--- config.mk ---
export PLATFORM = sky130hd
export DESIGN_NAME = keypad_drawer_lock_controller_core
export DESIGN_NICKNAME = d
export VERILOG_FILES = /design/src/kdl_pkg.sv /design/src/kdl_cfg_regs.sv /design/src/kdl_step.sv /design/src/keypad_drawer_lock_controller_core.sv
export SDC_FILE = /design/constraint.sdc
export NUM_CORES = 1
export LEC_CHECK = 0
export BUFFER_PORTS_ARGS = -buffer_cell sky130_fd_sc_hd__buf_2
export CORE_MARGIN = 2
export CORE_UTILIZATION = 39
export CTS_CLUSTER_DIAMETER = 120
export CTS_CLUSTER_SIZE = 14
export DETAILED_ROUTE_END_ITERATION = 6
export SLEW_MARGIN = 20
export SYNTH_ARGS = -nofsm -noshare
export SYNTH_HDL_FRONTEND = slang
export SYNTH_SLANG_ARGS = --single-unit
--- constraint.sdc ---
create_clock -name clk -period 4.7 [get_ports clk]
set_input_delay 0.47 -clock clk [delete_from_list [all_inputs] [get_ports clk]]
set_output_delay 0.47 -clock clk [all_outputs]
set_load 0.01 [all_outputs]
--- src/kdl_pkg.sv ---
// Package for the keypad drawer lock controller.
// Holds the payload, state and configuration types, code constants and sizes.
// No dependencies; used by every module in src.
package kdl_pkg;

  localparam int CODE_DIGITS = 6;
  localparam int ENTRY_W     = 4 * CODE_DIGITS;
  localparam int LEN_W       = $clog2(CODE_DIGITS + 1);

  typedef enum logic [1:0] {
    OP_KEY  = 2'd0,
    OP_LOCK = 2'd1,
    OP_TICK = 2'd2
  } opcode_t;

  typedef enum logic [2:0] {
    MODE_SELECT  = 3'd0,
    MODE_CODE    = 3'd1,
    MODE_WAIT    = 3'd2,
    MODE_OPEN    = 3'd3,
    MODE_CLOSED  = 3'd4,
    MODE_INVALID = 3'd5,
    MODE_LOCKOUT = 3'd6
  } mode_t;

  typedef enum logic [2:0] {
    REP_NONE     = 3'd0,
    REP_CLOSED   = 3'd1,
    REP_STORE    = 3'd2,
    REP_PICKUP   = 3'd3,
    REP_REOPENED = 3'd4,
    REP_ALERT    = 3'd5
  } report_t;

  typedef enum logic [1:0] {
    CFG_MAX_WRONG    = 2'd0,
    CFG_INVALID_HOLD = 2'd1,
    CFG_LOCKOUT_HOLD = 2'd2
  } cfg_idx_t;

  localparam logic [3:0] KEY_DIGIT_MAX = 4'd9;
  localparam logic [3:0] KEY_A         = 4'd10;
  localparam logic [3:0] KEY_B         = 4'd11;
  localparam logic [3:0] KEY_D         = 4'd13;
  localparam logic [3:0] KEY_STAR      = 4'd14;
  localparam logic [3:0] KEY_HASH      = 4'd15;

  localparam logic [3:0]  WRONG_MAX = 4'hF;
  localparam logic [15:0] HOLD_MAX  = 16'hFFFF;

  typedef struct packed {
    logic [1:0] opcode;
    logic [3:0] key_code;
    logic       lock_level;
  } kdl_in_t;

  typedef struct packed {
    logic [2:0] mode_now;
    logic [2:0] digits_entered;
    logic       unlock_request;
    logic [2:0] report_event;
    logic       tamper_alert;
    logic       screen_changed;
  } kdl_out_t;

  typedef struct packed {
    logic [3:0]  max_wrong_attempts;
    logic [15:0] invalid_hold_ticks;
    logic [15:0] lockout_hold_ticks;
  } kdl_cfg_t;

  typedef struct packed {
    mode_t              mode;
    logic [ENTRY_W-1:0] entry_digits;
    logic [LEN_W-1:0]   entry_length;
    logic [ENTRY_W-1:0] saved_code;
    logic               drawer_empty;
    logic               reopen_pending;
    logic [3:0]         wrong_attempts;
    logic               alert_flag;
    logic               lock_seen;
    logic [15:0]        hold_count;
  } kdl_state_t;

  localparam kdl_cfg_t CFG_RESET = '{
    max_wrong_attempts: 4'd3,
    invalid_hold_ticks: 16'd3,
    lockout_hold_ticks: 16'd60
  };

  localparam kdl_state_t ST_RESET = '{
    mode:           MODE_SELECT,
    entry_digits:   '0,
    entry_length:   '0,
    saved_code:     '0,
    drawer_empty:   1'b1,
    reopen_pending: 1'b0,
    wrong_attempts: 4'd0,
    alert_flag:     1'b0,
    lock_seen:      1'b0,
    hold_count:     16'd0
  };

endpackage

--- src/kdl_cfg_regs.sv ---
// Configuration register file: attempt limit and the two hold times.
// Depends on kdl_pkg.
module kdl_cfg_regs (
  input  logic              clk,
  input  logic              rst_n,
  input  logic              cfg_valid,
  output logic              cfg_ready,
  input  logic [1:0]        cfg_index,
  input  logic [15:0]       cfg_data,
  output kdl_pkg::kdl_cfg_t cfg_q
);

  kdl_pkg::kdl_cfg_t cfg_r;
  kdl_pkg::kdl_cfg_t cfg_nxt;

  assign cfg_ready = 1'b1;
  assign cfg_q     = cfg_r;

  always_comb begin
    cfg_nxt = cfg_r;
    if (cfg_valid) begin
      case (kdl_pkg::cfg_idx_t'(cfg_index))
        kdl_pkg::CFG_MAX_WRONG:    cfg_nxt.max_wrong_attempts = cfg_data[3:0];
        kdl_pkg::CFG_INVALID_HOLD: cfg_nxt.invalid_hold_ticks = cfg_data;
        kdl_pkg::CFG_LOCKOUT_HOLD: cfg_nxt.lockout_hold_ticks = cfg_data;
        default: ;
      endcase
    end
  end

  always_ff @(posedge clk) begin
    if (!rst_n) begin
      cfg_r <= kdl_pkg::CFG_RESET;
    end else begin
      cfg_r <= cfg_nxt;
    end
  end

endmodule

--- src/kdl_step.sv ---
// Per-request decision logic: next controller state and the result fields.
// Purely combinational; depends on kdl_pkg.
module kdl_step (
  input  kdl_pkg::kdl_state_t st_cur,
  input  kdl_pkg::kdl_cfg_t   cfg,
  input  kdl_pkg::kdl_in_t    req,
  output kdl_pkg::kdl_state_t st_nxt,
  output kdl_pkg::kdl_out_t   res
);

  logic        entry_full;
  logic        wrong_code;
  logic        lock_edge;
  logic [15:0] hold_inc;
  logic        unlock;
  kdl_pkg::report_t rep;

  assign entry_full = (st_cur.entry_length == kdl_pkg::LEN_W'(kdl_pkg::CODE_DIGITS));
  assign wrong_code = !st_cur.drawer_empty && (st_cur.entry_digits != st_cur.saved_code);
  assign lock_edge  = (req.lock_level != st_cur.lock_seen);
  assign hold_inc   = (st_cur.hold_count == kdl_pkg::HOLD_MAX) ? st_cur.hold_count
                                                                : st_cur.hold_count + 16'd1;

  // next state
  always_comb begin
    st_nxt = st_cur;
    case (kdl_pkg::opcode_t'(req.opcode))
      kdl_pkg::OP_KEY: begin
        case (st_cur.mode)
          kdl_pkg::MODE_SELECT: begin
            if (req.key_code == kdl_pkg::KEY_A) st_nxt.mode = kdl_pkg::MODE_CODE;
          end
          kdl_pkg::MODE_CODE: begin
            if (req.key_code <= kdl_pkg::KEY_DIGIT_MAX) begin
              if (!entry_full) begin
                for (int i = 0; i < kdl_pkg::CODE_DIGITS; i++) begin
                  if (st_cur.entry_length == kdl_pkg::LEN_W'(i))
                    st_nxt.entry_digits[4*i +: 4] = req.key_code;
                end
                st_nxt.entry_length = st_cur.entry_length + kdl_pkg::LEN_W'(1);
              end
            end else if (req.key_code == kdl_pkg::KEY_D) begin
              if (st_cur.entry_length != '0) begin
                st_nxt.entry_length = st_cur.entry_length - kdl_pkg::LEN_W'(1);
                for (int i = 0; i < kdl_pkg::CODE_DIGITS; i++) begin
                  if (st_nxt.entry_length == kdl_pkg::LEN_W'(i))
                    st_nxt.entry_digits[4*i +: 4] = 4'd0;
                end
              end
            end else if (req.key_code == kdl_pkg::KEY_STAR) begin
              st_nxt.entry_digits = '0;
              st_nxt.entry_length = '0;
              st_nxt.mode         = kdl_pkg::MODE_SELECT;
            end else if (req.key_code == kdl_pkg::KEY_HASH && entry_full) begin
              if (wrong_code) begin
                if (st_cur.wrong_attempts != kdl_pkg::WRONG_MAX)
                  st_nxt.wrong_attempts = st_cur.wrong_attempts + 4'd1;
                st_nxt.mode       = kdl_pkg::MODE_INVALID;
                st_nxt.hold_count = 16'd0;
              end else begin
                st_nxt.mode = kdl_pkg::MODE_WAIT;
                if (st_cur.reopen_pending) begin
                  st_nxt.reopen_pending = 1'b0;
                end else if (st_cur.drawer_empty) begin
                  st_nxt.drawer_empty = 1'b0;
                  st_nxt.saved_code   = st_cur.entry_digits;
                end else begin
                  st_nxt.drawer_empty   = 1'b1;
                  st_nxt.wrong_attempts = 4'd0;
                end
              end
            end
          end
          kdl_pkg::MODE_CLOSED: begin
            if (req.key_code == kdl_pkg::KEY_A) begin
              st_nxt.mode = kdl_pkg::MODE_SELECT;
            end else if (req.key_code == kdl_pkg::KEY_B) begin
              // reopen is reported here; reopen_pending is cleared on this wait entry
              st_nxt.mode           = kdl_pkg::MODE_WAIT;
              st_nxt.reopen_pending = 1'b0;
            end
          end
          default: ;
        endcase
      end
      kdl_pkg::OP_LOCK: begin
        if (lock_edge) begin
          st_nxt.lock_seen = req.lock_level;
          if (st_cur.mode != kdl_pkg::MODE_OPEN && st_cur.mode != kdl_pkg::MODE_WAIT)
            st_nxt.alert_flag = 1'b1;
          if (st_cur.mode == kdl_pkg::MODE_WAIT && req.lock_level) begin
            st_nxt.entry_digits = '0;
            st_nxt.entry_length = '0;
            st_nxt.mode         = kdl_pkg::MODE_OPEN;
          end else if (st_cur.mode == kdl_pkg::MODE_OPEN && !req.lock_level) begin
            st_nxt.mode = kdl_pkg::MODE_CLOSED;
          end
        end
      end
      kdl_pkg::OP_TICK: begin
        if (st_cur.mode == kdl_pkg::MODE_INVALID) begin
          st_nxt.hold_count = hold_inc;
          if (hold_inc >= cfg.invalid_hold_ticks) begin
            st_nxt.entry_digits = '0;
            st_nxt.entry_length = '0;
            st_nxt.hold_count   = 16'd0;
            st_nxt.mode = (st_cur.wrong_attempts >= cfg.max_wrong_attempts)
                          ? kdl_pkg::MODE_LOCKOUT : kdl_pkg::MODE_CODE;
          end
        end else if (st_cur.mode == kdl_pkg::MODE_LOCKOUT) begin
          st_nxt.hold_count = hold_inc;
          if (hold_inc >= cfg.lockout_hold_ticks) begin
            st_nxt.hold_count     = 16'd0;
            st_nxt.wrong_attempts = 4'd0;
            st_nxt.mode           = kdl_pkg::MODE_SELECT;
          end
        end
      end
      default: ;
    endcase
  end

  // outputs
  always_comb begin
    unlock = 1'b0;
    rep    = kdl_pkg::REP_NONE;
    case (kdl_pkg::opcode_t'(req.opcode))
      kdl_pkg::OP_KEY: begin
        if (st_cur.mode == kdl_pkg::MODE_CODE && req.key_code == kdl_pkg::KEY_HASH &&
            entry_full && !wrong_code) begin
          unlock = 1'b1;
          if (st_cur.reopen_pending)    rep = kdl_pkg::REP_REOPENED;
          else if (st_cur.drawer_empty) rep = kdl_pkg::REP_STORE;
          else                          rep = kdl_pkg::REP_PICKUP;
        end else if (st_cur.mode == kdl_pkg::MODE_CLOSED &&
                     req.key_code == kdl_pkg::KEY_B) begin
          unlock = 1'b1;
          rep    = kdl_pkg::REP_REOPENED;
        end
      end
      kdl_pkg::OP_LOCK: begin
        if (lock_edge) begin
          if (st_cur.mode != kdl_pkg::MODE_OPEN && st_cur.mode != kdl_pkg::MODE_WAIT &&
              !st_cur.alert_flag)
            rep = kdl_pkg::REP_ALERT;
          else if (st_cur.mode == kdl_pkg::MODE_OPEN && !req.lock_level)
            rep = kdl_pkg::REP_CLOSED;
        end
      end
      default: ;
    endcase

    res.mode_now       = st_nxt.mode;
    res.digits_entered = 3'(st_nxt.entry_length);
    res.unlock_request = unlock;
    res.report_event   = rep;
    res.tamper_alert   = st_nxt.alert_flag;
    res.screen_changed = (st_nxt.mode != st_cur.mode) ||
                         (st_nxt.entry_length != st_cur.entry_length);
  end

endmodule

--- src/keypad_drawer_lock_controller_core.sv ---
// Top level of the keypad drawer lock controller.
// Instantiates kdl_cfg_regs and kdl_step; uses kdl_pkg.
//
// Usage:
//   in_*  : one request per event (keypad press, lock sensor change, tick),
//           valid/ready handshake, payload kdl_pkg::kdl_in_t.
//   out_* : exactly one result per request, in order, payload kdl_pkg::kdl_out_t.
//   cfg_* : register writes (0 max wrong attempts, 1 invalid hold,
//           2 lockout hold); cfg_ready is always high. Write only while idle.
// Path: an accepted request is held in the input register; its result is
//   then registered in the output register when the output can take it.
// Throughput: one request per cycle unless the output stalls; each state update
//   is one pass of compare/update logic between the input and output registers.
// Reset (rst_n low, synchronous): pipeline empties, mode returns to select,
//   the drawer reads empty, counters and the tamper alert clear, registers
//   take their defaults.
// Stall: while out_ready is low the result holds; one more request can wait
//   in the input register, after which in_ready drops.
module keypad_drawer_lock_controller_core (
  input  logic              clk,
  input  logic              rst_n,
  input  logic              in_valid,
  output logic              in_ready,
  input  kdl_pkg::kdl_in_t  in_data,
  output logic              out_valid,
  input  logic              out_ready,
  output kdl_pkg::kdl_out_t out_data,
  input  logic              cfg_valid,
  output logic              cfg_ready,
  input  logic [1:0]        cfg_index,
  input  logic [15:0]       cfg_data
);

  logic                s1_valid_r;
  kdl_pkg::kdl_in_t    s1_data_r;
  logic                out_valid_r;
  kdl_pkg::kdl_out_t   out_data_r;
  kdl_pkg::kdl_state_t st_r;
  kdl_pkg::kdl_state_t st_nxt;
  kdl_pkg::kdl_out_t   res_nxt;
  kdl_pkg::kdl_cfg_t   cfg;
  logic                advance;

  kdl_cfg_regs u_cfg (
    .clk       (clk),
    .rst_n     (rst_n),
    .cfg_valid (cfg_valid),
    .cfg_ready (cfg_ready),
    .cfg_index (cfg_index),
    .cfg_data  (cfg_data),
    .cfg_q     (cfg)
  );

  kdl_step u_step (
    .st_cur (st_r),
    .cfg    (cfg),
    .req    (s1_data_r),
    .st_nxt (st_nxt),
    .res    (res_nxt)
  );

  assign advance   = s1_valid_r && (!out_valid_r || out_ready);
  assign in_ready  = !s1_valid_r || advance;
  assign out_valid = out_valid_r;
  assign out_data  = out_data_r;

  always_ff @(posedge clk) begin
    if (!rst_n) begin
      s1_valid_r  <= 1'b0;
      out_valid_r <= 1'b0;
      st_r        <= kdl_pkg::ST_RESET;
    end else begin
      if (in_valid && in_ready) s1_valid_r <= 1'b1;
      else if (advance)         s1_valid_r <= 1'b0;
      if (advance)              out_valid_r <= 1'b1;
      else if (out_ready)       out_valid_r <= 1'b0;
      if (advance)              st_r <= st_nxt;
    end
  end

  always_ff @(posedge clk) begin
    if (in_valid && in_ready) s1_data_r  <= in_data;
    if (advance)              out_data_r <= res_nxt;
  end

  a_unlock_in_wait: assert property (@(posedge clk) disable iff (!rst_n)
    out_valid_r && out_data_r.unlock_request |->
      out_data_r.mode_now == kdl_pkg::MODE_WAIT)
    else $error("unlock request outside wait mode");

  a_alert_sticky: assert property (@(posedge clk) disable iff (!rst_n)
    st_r.alert_flag |=> st_r.alert_flag)
    else $error("tamper alert cleared");

  a_alert_report_flag: assert property (@(posedge clk) disable iff (!rst_n)
    out_valid_r && out_data_r.report_event == kdl_pkg::REP_ALERT |->
      out_data_r.tamper_alert)
    else $error("alert report without tamper flag");

  a_len_bound: assert property (@(posedge clk) disable iff (!rst_n)
    st_r.entry_length <= kdl_pkg::LEN_W'(kdl_pkg::CODE_DIGITS))
    else $error("entry length out of range");

  a_empty_ready: assert property (@(posedge clk) disable iff (!rst_n)
    !s1_valid_r |-> in_ready)
    else $error("input stalled with empty input register");

endmodule
# Yosys cells after proc, flatten, opt, wreduce, memory -nomap -nowiden
# Cells that the tools add are included.
dict set report totals {
  register_bits 135
  inputBits 30
  output_inout_bits 15
  elab_cells 249
}
dict set report op_classes {
  n_addsub 4
  n_lt_le_gt_ge 4
  eq_ne 73
  muxes 87
  bitwise 5
  n_reduce_logical 47
}
# operator n
set op_table {}
lappend op_table {{27-bit two-way mux} 7}
lappend op_table {{30-bit two-way mux} 6}
lappend op_table {{16-bit two-way mux} 11}
lappend op_table {{30-bit one-hot mux with 3 select lines} 1}
lappend op_table {{4-bit two-way mux} 20}
lappend op_table {{12-bit AND reduction} 6}
lappend op_table {{3-bit two-way mux} 19}
lappend op_table {{52-bit two-way mux} 1}
lappend op_table {{16-bit greater-or-equal comparator} 2}
lappend op_table {{16-bit one-hot mux with 2 select lines} 1}
lappend op_table {{4-bit by 3-bit inequality test with 1-bit output, second input constant} 7}
lappend op_table {{26-bit two-way mux} 1}
lappend op_table {{25-bit two-way mux} 1}
lappend op_table {{3-bit equality test, second input constant} 8}
lappend op_table {{24-bit two-way mux} 1}
lappend op_table {{24-bit inequality test} 1}
lappend op_table {{3-bit inequality test, second input constant} 8}
lappend op_table {{4-bit equality test, second input constant} 5}
lappend op_table {{2-bit by 1-bit inequality test with 1-bit output, second input constant} 10}
lappend op_table {{2-bit inequality test, second input constant} 10}
lappend op_table {{10-bit AND reduction} 2}
lappend op_table {{3-bit by 2-bit equality test with 1-bit output, second input constant} 6}
lappend op_table {{9-bit AND reduction} 2}
lappend op_table {{16-bit by 1-bit adder with 16-bit output, second input constant} 1}
lappend op_table {{other kinds (32)} 83}

# Depth between registers and ports, before layout
dict set report logic_depth {
  ltp_word 11
  ltp_mapped 17
  ltp_nobuf 15
}

# Cells and area by module
# A second synthesis with hierarchy kept.
dict set report hier_totals {
  cells_unflattened 1083
  hier_area_um2 9176.3
}
# module n_inst cells_each area_per_inst_um2 seq_area_each_um2
set by_module_without_submodules {}
lappend by_module_without_submodules {kdl_step 1 569 3978.8 0.0}
lappend by_module_without_submodules {keypad_drawer_lock_controller_core 1 367 3759.9 2172.1}
lappend by_module_without_submodules {kdl_cfg_regs 1 147 1437.6 720.7}

# Worst setup path after synthesis
# Ideal clock, no wire load.
dict set report synth_timing {
  path_kind {reg-to-reg}
  startpoint {register st_r[0] (netlist name)}
  endpoint {register out_data_r, in the netlist out_data[0], data pin}
  setup_ns 0.272
  t_arrival_ns 3.711
  required_ns 4.428
  slack_ns 0.717
  stages_incl_launch_ff 17
  n_path_buf 1
  period_less_slack_ns 3.983
  cell_sequence {dfxtp_1 -> ha_1 -> nand2_1 -> nor4_2 -> nand4_1 -> buf_2 -> nand2_1 -> nor3_1 -> or2_2 -> ha_1 -> a21oi_1 -> o21ai_1 -> a221oi_1 -> a31oi_1 -> a211oi_2 -> o22ai_1 -> or4b_1}
}
# element line
set synth_lines {}
lappend synth_lines {{from (decl)} keypad_drawer_lock_controller_core.sv:38} ;# kdl_pkg::kdl_state_t st_r;
lappend synth_lines {{from (signal assigned)} keypad_drawer_lock_controller_core.sv:71} ;# st_r <= kdl_pkg::ST_RESET;
lappend synth_lines {{from (signal assigned)} keypad_drawer_lock_controller_core.sv:77} ;# if (advance) st_r <= st_nxt;
lappend synth_lines {{to (signal assigned)} keypad_drawer_lock_controller_core.sv:83} ;# if (advance) out_data_r <= res_nxt;
lappend synth_lines {{to (decl)} keypad_drawer_lock_controller_core.sv:37} ;# kdl_pkg::kdl_out_t out_data_r;

==> metrics.txt <==
# TYPE chip_impl_metric gauge
chip_impl_info{name="run_status",value="complete, no violations"} 1
chip_impl_metric{name="first_global_vias",unit=""} 6162
chip_impl_metric{name="post_drt_wl_per_cell",unit="microns"} 15.4
chip_impl_metric{name="count_of_buffering_cells_on_the_critical_path_with_inverters_included",unit=""} 0
chip_impl_info{name="hold_path.class",value="in2reg"} 1
chip_impl_metric{name="grt_overflow_total",unit=""} 0
chip_impl_metric{name="syn-instance-count",unit=""} 924
chip_impl_metric{name="asyncSetResetFlopFracSynth",unit="%"} 0
chip_impl_info{name="critical-path-top-delay-family",value="simple AND/OR/NAND/NOR gates"} 1
chip_impl_metric{name="final_hold_viol_count",unit=""} 0
chip_impl_metric{name="timing.hold.ws",unit="ns"} 0.223
chip_impl_metric{name="leakagePower",unit="nW"} 3.55
chip_impl_metric{name="global_route.usage.total",unit="%"} 19.1
chip_impl_metric{name="total_area_of_multi_input_combinational_cells",unit="sq mm"} 0.00442
chip_impl_metric{name="yosys_register_bits",unit=""} 134
chip_impl_metric{name="clockBufferDepth",unit=""} 2
chip_impl_metric{name="detail_route.first_pass.iterations",unit=""} 5
chip_impl_metric{name="die_width",unit="microns"} 144
chip_impl_metric{name="worst_slew_margin_rel",unit="%"} 32.6
chip_impl_metric{name="design_area",unit="sq mm"} 0.00867
chip_impl_info{name="ctsRootBufferMaster",value="sky130_fd_sc_hd__clkbuf_16"} 1
chip_impl_metric{name="final_max_slew_viol_count",unit=""} 0
chip_impl_metric{name="worstPathMaxFanout",unit=""} 5
chip_impl_metric{name="synth_nets",unit=""} 999
chip_impl_metric{name="placed_cells",unit=""} 1195
chip_impl_metric{name="number_of_antenna_violations_at_the_first_check_in_global_routing",unit=""} 0
chip_impl_metric{name="setup_viol",unit=""} 0
chip_impl_metric{name="drt.antenna.violating_nets",unit=""} 0
chip_impl_metric{name="place_congestion",unit=""} 0.899
chip_impl_metric{name="cap_viol_max_count",unit=""} 0
chip_impl_metric{name="peakVddDrop",unit="mV"} 0.270
chip_impl_metric{name="yosysSeqAreaShare",unit="%"} 37.4
chip_impl_info{name="crit_chain",value="ha_1 > nand2_1 > nor4_4 > nand4_1 > nand2_1 > nor3_1 > or2_2 > ha_1 > a21oi_1 > o21ai_1 > a221oi_1 > a31oi_1 > o21ai_0 > o22ai_1 > or4b_1"} 1
chip_impl_metric{name="synth-warning-count",unit=""} 0
chip_impl_metric{name="met3_wirelength",unit="mm"} 1.05
chip_impl_metric{name="tightest_slew",unit="ns"} 1.01
chip_impl_info{name="timing_worst_setup_path_type",value="reg2reg"} 1
chip_impl_metric{name="syn_avg_cell_area",unit="sq um"} 8.30
chip_impl_metric{name="max_freq",unit="MHz"} 230
chip_impl_metric{name="route.final.wire_length",unit="mm"} 18.9
chip_impl_metric{name="synth_edf_count",unit=""} 19
chip_impl_metric{name="detailedRoute.firstIterationViolations",unit=""} 457
chip_impl_metric{name="seq_area",unit="sq mm"} 0.00287
chip_impl_metric{name="placement.cell_area",unit="sq mm"} 0.00806
chip_impl_info{name="timing.critical_path.to_type",value="flop"} 1
chip_impl_metric{name="numCtsBuffers",unit=""} 17
chip_impl_metric{name="viasPerCell",unit=""} 5.35
chip_impl_metric{name="post_cts_hold_buffer_count",unit=""} 0
chip_impl_metric{name="vias",unit=""} 6570
chip_impl_metric{name="drive_above_1_share",unit="%"} 11.9
chip_impl_metric{name="design.final.nets",unit=""} 1025
chip_impl_metric{name="powerDensity",unit="mW/mm^2"} 316
chip_impl_metric{name="met2WireLength",unit="mm"} 8.52
chip_impl_metric{name="clkTransAtPathRegs",unit="ns"} 0.06
chip_impl_metric{name="grt_max_degree",unit=""} 55
chip_impl_info{name="cts_tree",value="built"} 1
chip_impl_metric{name="cp.arrival",unit="ns"} 4.50
chip_impl_metric{name="place_hpwl",unit="mm"} 13.3
chip_impl_metric{name="insertedDiodeCount",unit=""} 0
chip_impl_metric{name="first_pass_grt_wire_length",unit="mm"} 31.4
chip_impl_metric{name="area_growth_synth_to_finish",unit="%"} 13.0
chip_impl_metric{name="timing.critical_path.required",unit="ns"} 4.85
chip_impl_metric{name="post-route-worst-setup-slack",unit="ns"} 0.349
chip_impl_info{name="synthFlopType",value="sky130_fd_sc_hd__dfxtp_1"} 1
chip_impl_metric{name="post-route-period-util",unit="%"} 92.6
chip_impl_metric{name="final_worst_clock_skew",unit="ns"} 0.00956
chip_impl_metric{name="numClockSinks",unit=""} 134
chip_impl_metric{name="post_layout_nonfiller_instances",unit=""} 1228
chip_impl_metric{name="wl_met1",unit="mm"} 9.09
chip_impl_metric{name="post-route-drc-count",unit=""} 0
chip_impl_info{name="critPathLaunchType",value="flop"} 1
chip_impl_metric{name="htree_levels",unit=""} 4
chip_impl_metric{name="min_period",unit="ns"} 4.35
chip_impl_info{name="top_layer",value="met4"} 1
chip_impl_metric{name="rows",unit=""} 51
chip_impl_metric{name="num-fill-cells",unit=""} 1951
chip_impl_metric{name="die_height",unit="microns"} 144
chip_impl_metric{name="delay_contributed_by_the_slowest_stage_of_the_critical_path",unit="ns"} 0.55
chip_impl_metric{name="synth_cell_types",unit=""} 78
chip_impl_metric{name="fin_setup_tns",unit="ns"} 0
chip_impl_metric{name="port_buffers",unit=""} 43
chip_impl_metric{name="dpl_worst_slack",unit="ns"} 0.311
chip_impl_metric{name="syn_area",unit="sq mm"} 0.00767
chip_impl_metric{name="effective_utilization_at_floorplan",unit="%"} 39.6
chip_impl_metric{name="core",unit="sq mm"} 0.0194
chip_impl_metric{name="clock_latency",unit="ns"} 0.42
chip_impl_info{name="critical_path.slowest_cell",value="sky130_fd_sc_hd__or4b_1"} 1
chip_impl_info{name="rsz_0062_raised_after_global_routing",value="no"} 1
chip_impl_metric{name="fp.dieArea",unit="sq mm"} 0.0208
chip_impl_metric{name="floorplan.io_pins",unit=""} 45
[through the flow]
step | util (%) | power [mW]
after floorplan | - | 1.36
after global placement | 41.6 | 1.42
after detailed placement | 41.6 | 1.42
after CTS | 44.6 | 2.76
after global routing | 44.7 | 2.84
final | 44.7 | 2.74
[power by group]
part | leakage, nW | switching, mW | total [mW] | internal, mW
logic | 2.15 | 0.116 | 0.182 | 0.0661
clock network | 0.292 | 0.546 | 1.34 | 0.794
registers | 1.11 | 0.0278 | 1.21 | 1.19
total | 3.55 | 0.690 | 2.74 | 2.05
[state kept, by name (all words and copies together), names as in the netlist]
| register | flops |
|---|---|
| st_r | 77 |
| u_cfg.cfg_q | 36 |
| out_data | 12 |
| s1_data_r | 7 |
| out_valid | 1 |
| s1_valid_r | 1 |
[final cells by class]
class                   count  share of cell area [%]
repair buffers             51                    3.18
multi-input cells         698                    51.0
well taps                 265                    3.83
clock inverters            15                    1.91
flip-flops and latches    134                    33.1
clock buffers              17                    4.91
inverters                  48                    2.08
[layer usage]
metal  vias to the layer above  global-route usage, %
met2                       169                   30.5
met5                         -                      0
li1                       3312                      -
met4                         0                   5.37
met3                        18                   4.34
met1                      3071                   26.1
[synth_stat cells, types with 5 or more instances]
library cell / number / area [sq um]
sky130_fd_sc_hd__xor2_1: 27 / 236
sky130_fd_sc_hd__buf_2: 10 / 50.1
sky130_fd_sc_hd__buf_4: 5 / 37.5
sky130_fd_sc_hd__nand3_1: 21 / 105
sky130_fd_sc_hd__ha_1: 45 / 563
sky130_fd_sc_hd__and2_1: 7 / 43.8
sky130_fd_sc_hd__nand2b_1: 20 / 125
sky130_fd_sc_hd__mux2i_1: 29 / 290
sky130_fd_sc_hd__inv_1: 46 / 173
sky130_fd_sc_hd__a21oi_1: 90 / 450
sky130_fd_sc_hd__edfxtp_1: 19 / 571
sky130_fd_sc_hd__o21ai_0: 29 / 145
sky130_fd_sc_hd__nand3b_1: 6 / 45.0
sky130_fd_sc_hd__a31oi_1: 10 / 62.6
sky130_fd_sc_hd__o211ai_1: 17 / 128
sky130_fd_sc_hd__o21a_1: 9 / 67.6
sky130_fd_sc_hd__nor2b_1: 10 / 62.6
sky130_fd_sc_hd__a211oi_1: 6 / 45.0
sky130_fd_sc_hd__nand2_1: 188 / 706
sky130_fd_sc_hd__clkbuf_1: 26 / 97.6
sky130_fd_sc_hd__dfxtp_1: 115 / 2300
sky130_fd_sc_hd__nor3_1: 10 / 50.1
sky130_fd_sc_hd__a21o_1: 7 / 52.6
sky130_fd_sc_hd__nor2_1: 42 / 158
sky130_fd_sc_hd__nand4b_1: 5 / 43.8
sky130_fd_sc_hd__nand4_1: 23 / 144
sky130_fd_sc_hd__nor3b_1: 5 / 37.5
sky130_fd_sc_hd__xnor2_1: 8 / 70.1
sky130_fd_sc_hd__nor4_1: 9 / 56.3
[cell families (layout without fill, tap and decap cells)]
group	after synthesis	after routing	share of synthesized area [%]
buffers and inverters	92	131	5.10
xor gates and xnor gates	35	35	4.00
muxes	32	32	4.22
other	1	1	0.0489
and+or+nand+nor	377	377	24.2
DFF	134	134	37.4
adders and majority gates	45	45	7.34
AOI/OAI and AO/OA	208	208	17.6
[worst paths after layout]
| check | startpoint | end | slack, ns | cells past startpoint |
|---|---|---|---|---|
| worst max register to register | st_r[0]$_SDFFE_PN0P_ | out_data[0]$_DFFE_PP_ | 0.35 | 15 |
| worst max-delay path | st_r[0]$_SDFFE_PN0P_ | out_data[0]$_DFFE_PP_ | 0.35 | 15 |
| worst min-delay path | in_data[4] | s1_data_r[4]$_DFFE_PP_ | 0.22 | 1 |
| worst min register to register | u_cfg.cfg_q[23]$_SDFFE_PN0P_ | u_cfg.cfg_q[23]$_SDFFE_PN0P_ | 0.46 | 2 |
[cell usage in the layout (no fill, tap or decap), types with 4 or more instances in the layout]
cell type | netlist | final
sky130_fd_sc_hd__nand4b_1 | 5 | 5
sky130_fd_sc_hd__dfxtp_1 | 115 | 115
sky130_fd_sc_hd__nor2_1 | 42 | 42
sky130_fd_sc_hd__buf_2 | 10 | 43
sky130_fd_sc_hd__clkbuf_16 | 0 | 17
sky130_fd_sc_hd__xnor2_1 | 8 | 8
sky130_fd_sc_hd__xor2_1 | 27 | 27
sky130_fd_sc_hd__nand2b_1 | 20 | 20
sky130_fd_sc_hd__nand3b_1 | 6 | 6
sky130_fd_sc_hd__nand2_1 | 188 | 188
sky130_fd_sc_hd__nor3b_1 | 5 | 5
sky130_fd_sc_hd__o21ai_0 | 29 | 29
sky130_fd_sc_hd__o211ai_1 | 17 | 17
sky130_fd_sc_hd__mux2i_1 | 29 | 29
sky130_fd_sc_hd__and3_1 | 4 | 4
sky130_fd_sc_hd__inv_6 | 0 | 6
sky130_fd_sc_hd__nor3_1 | 10 | 10
sky130_fd_sc_hd__ha_1 | 45 | 45
sky130_fd_sc_hd__inv_1 | 46 | 46
sky130_fd_sc_hd__o21a_1 | 9 | 9
sky130_fd_sc_hd__nand3_1 | 21 | 21
sky130_fd_sc_hd__a31oi_1 | 10 | 10
sky130_fd_sc_hd__buf_4 | 5 | 8
sky130_fd_sc_hd__and2_1 | 7 | 7
sky130_fd_sc_hd__edfxtp_1 | 19 | 19
sky130_fd_sc_hd__a21oi_1 | 90 | 90
sky130_fd_sc_hd__a211oi_1 | 6 | 6
sky130_fd_sc_hd__a21o_1 | 7 | 7
sky130_fd_sc_hd__nor2b_1 | 10 | 10
sky130_fd_sc_hd__nor4_1 | 9 | 9
sky130_fd_sc_hd__nand4_1 | 23 | 23
[repair_timing]
action,4_1_cts,5_1_grt
setup endpoints to repair,0,2
buffers inserted,0,1
resized for setup,0,1
Note: power is estimated with default switching activity, not from simulation.
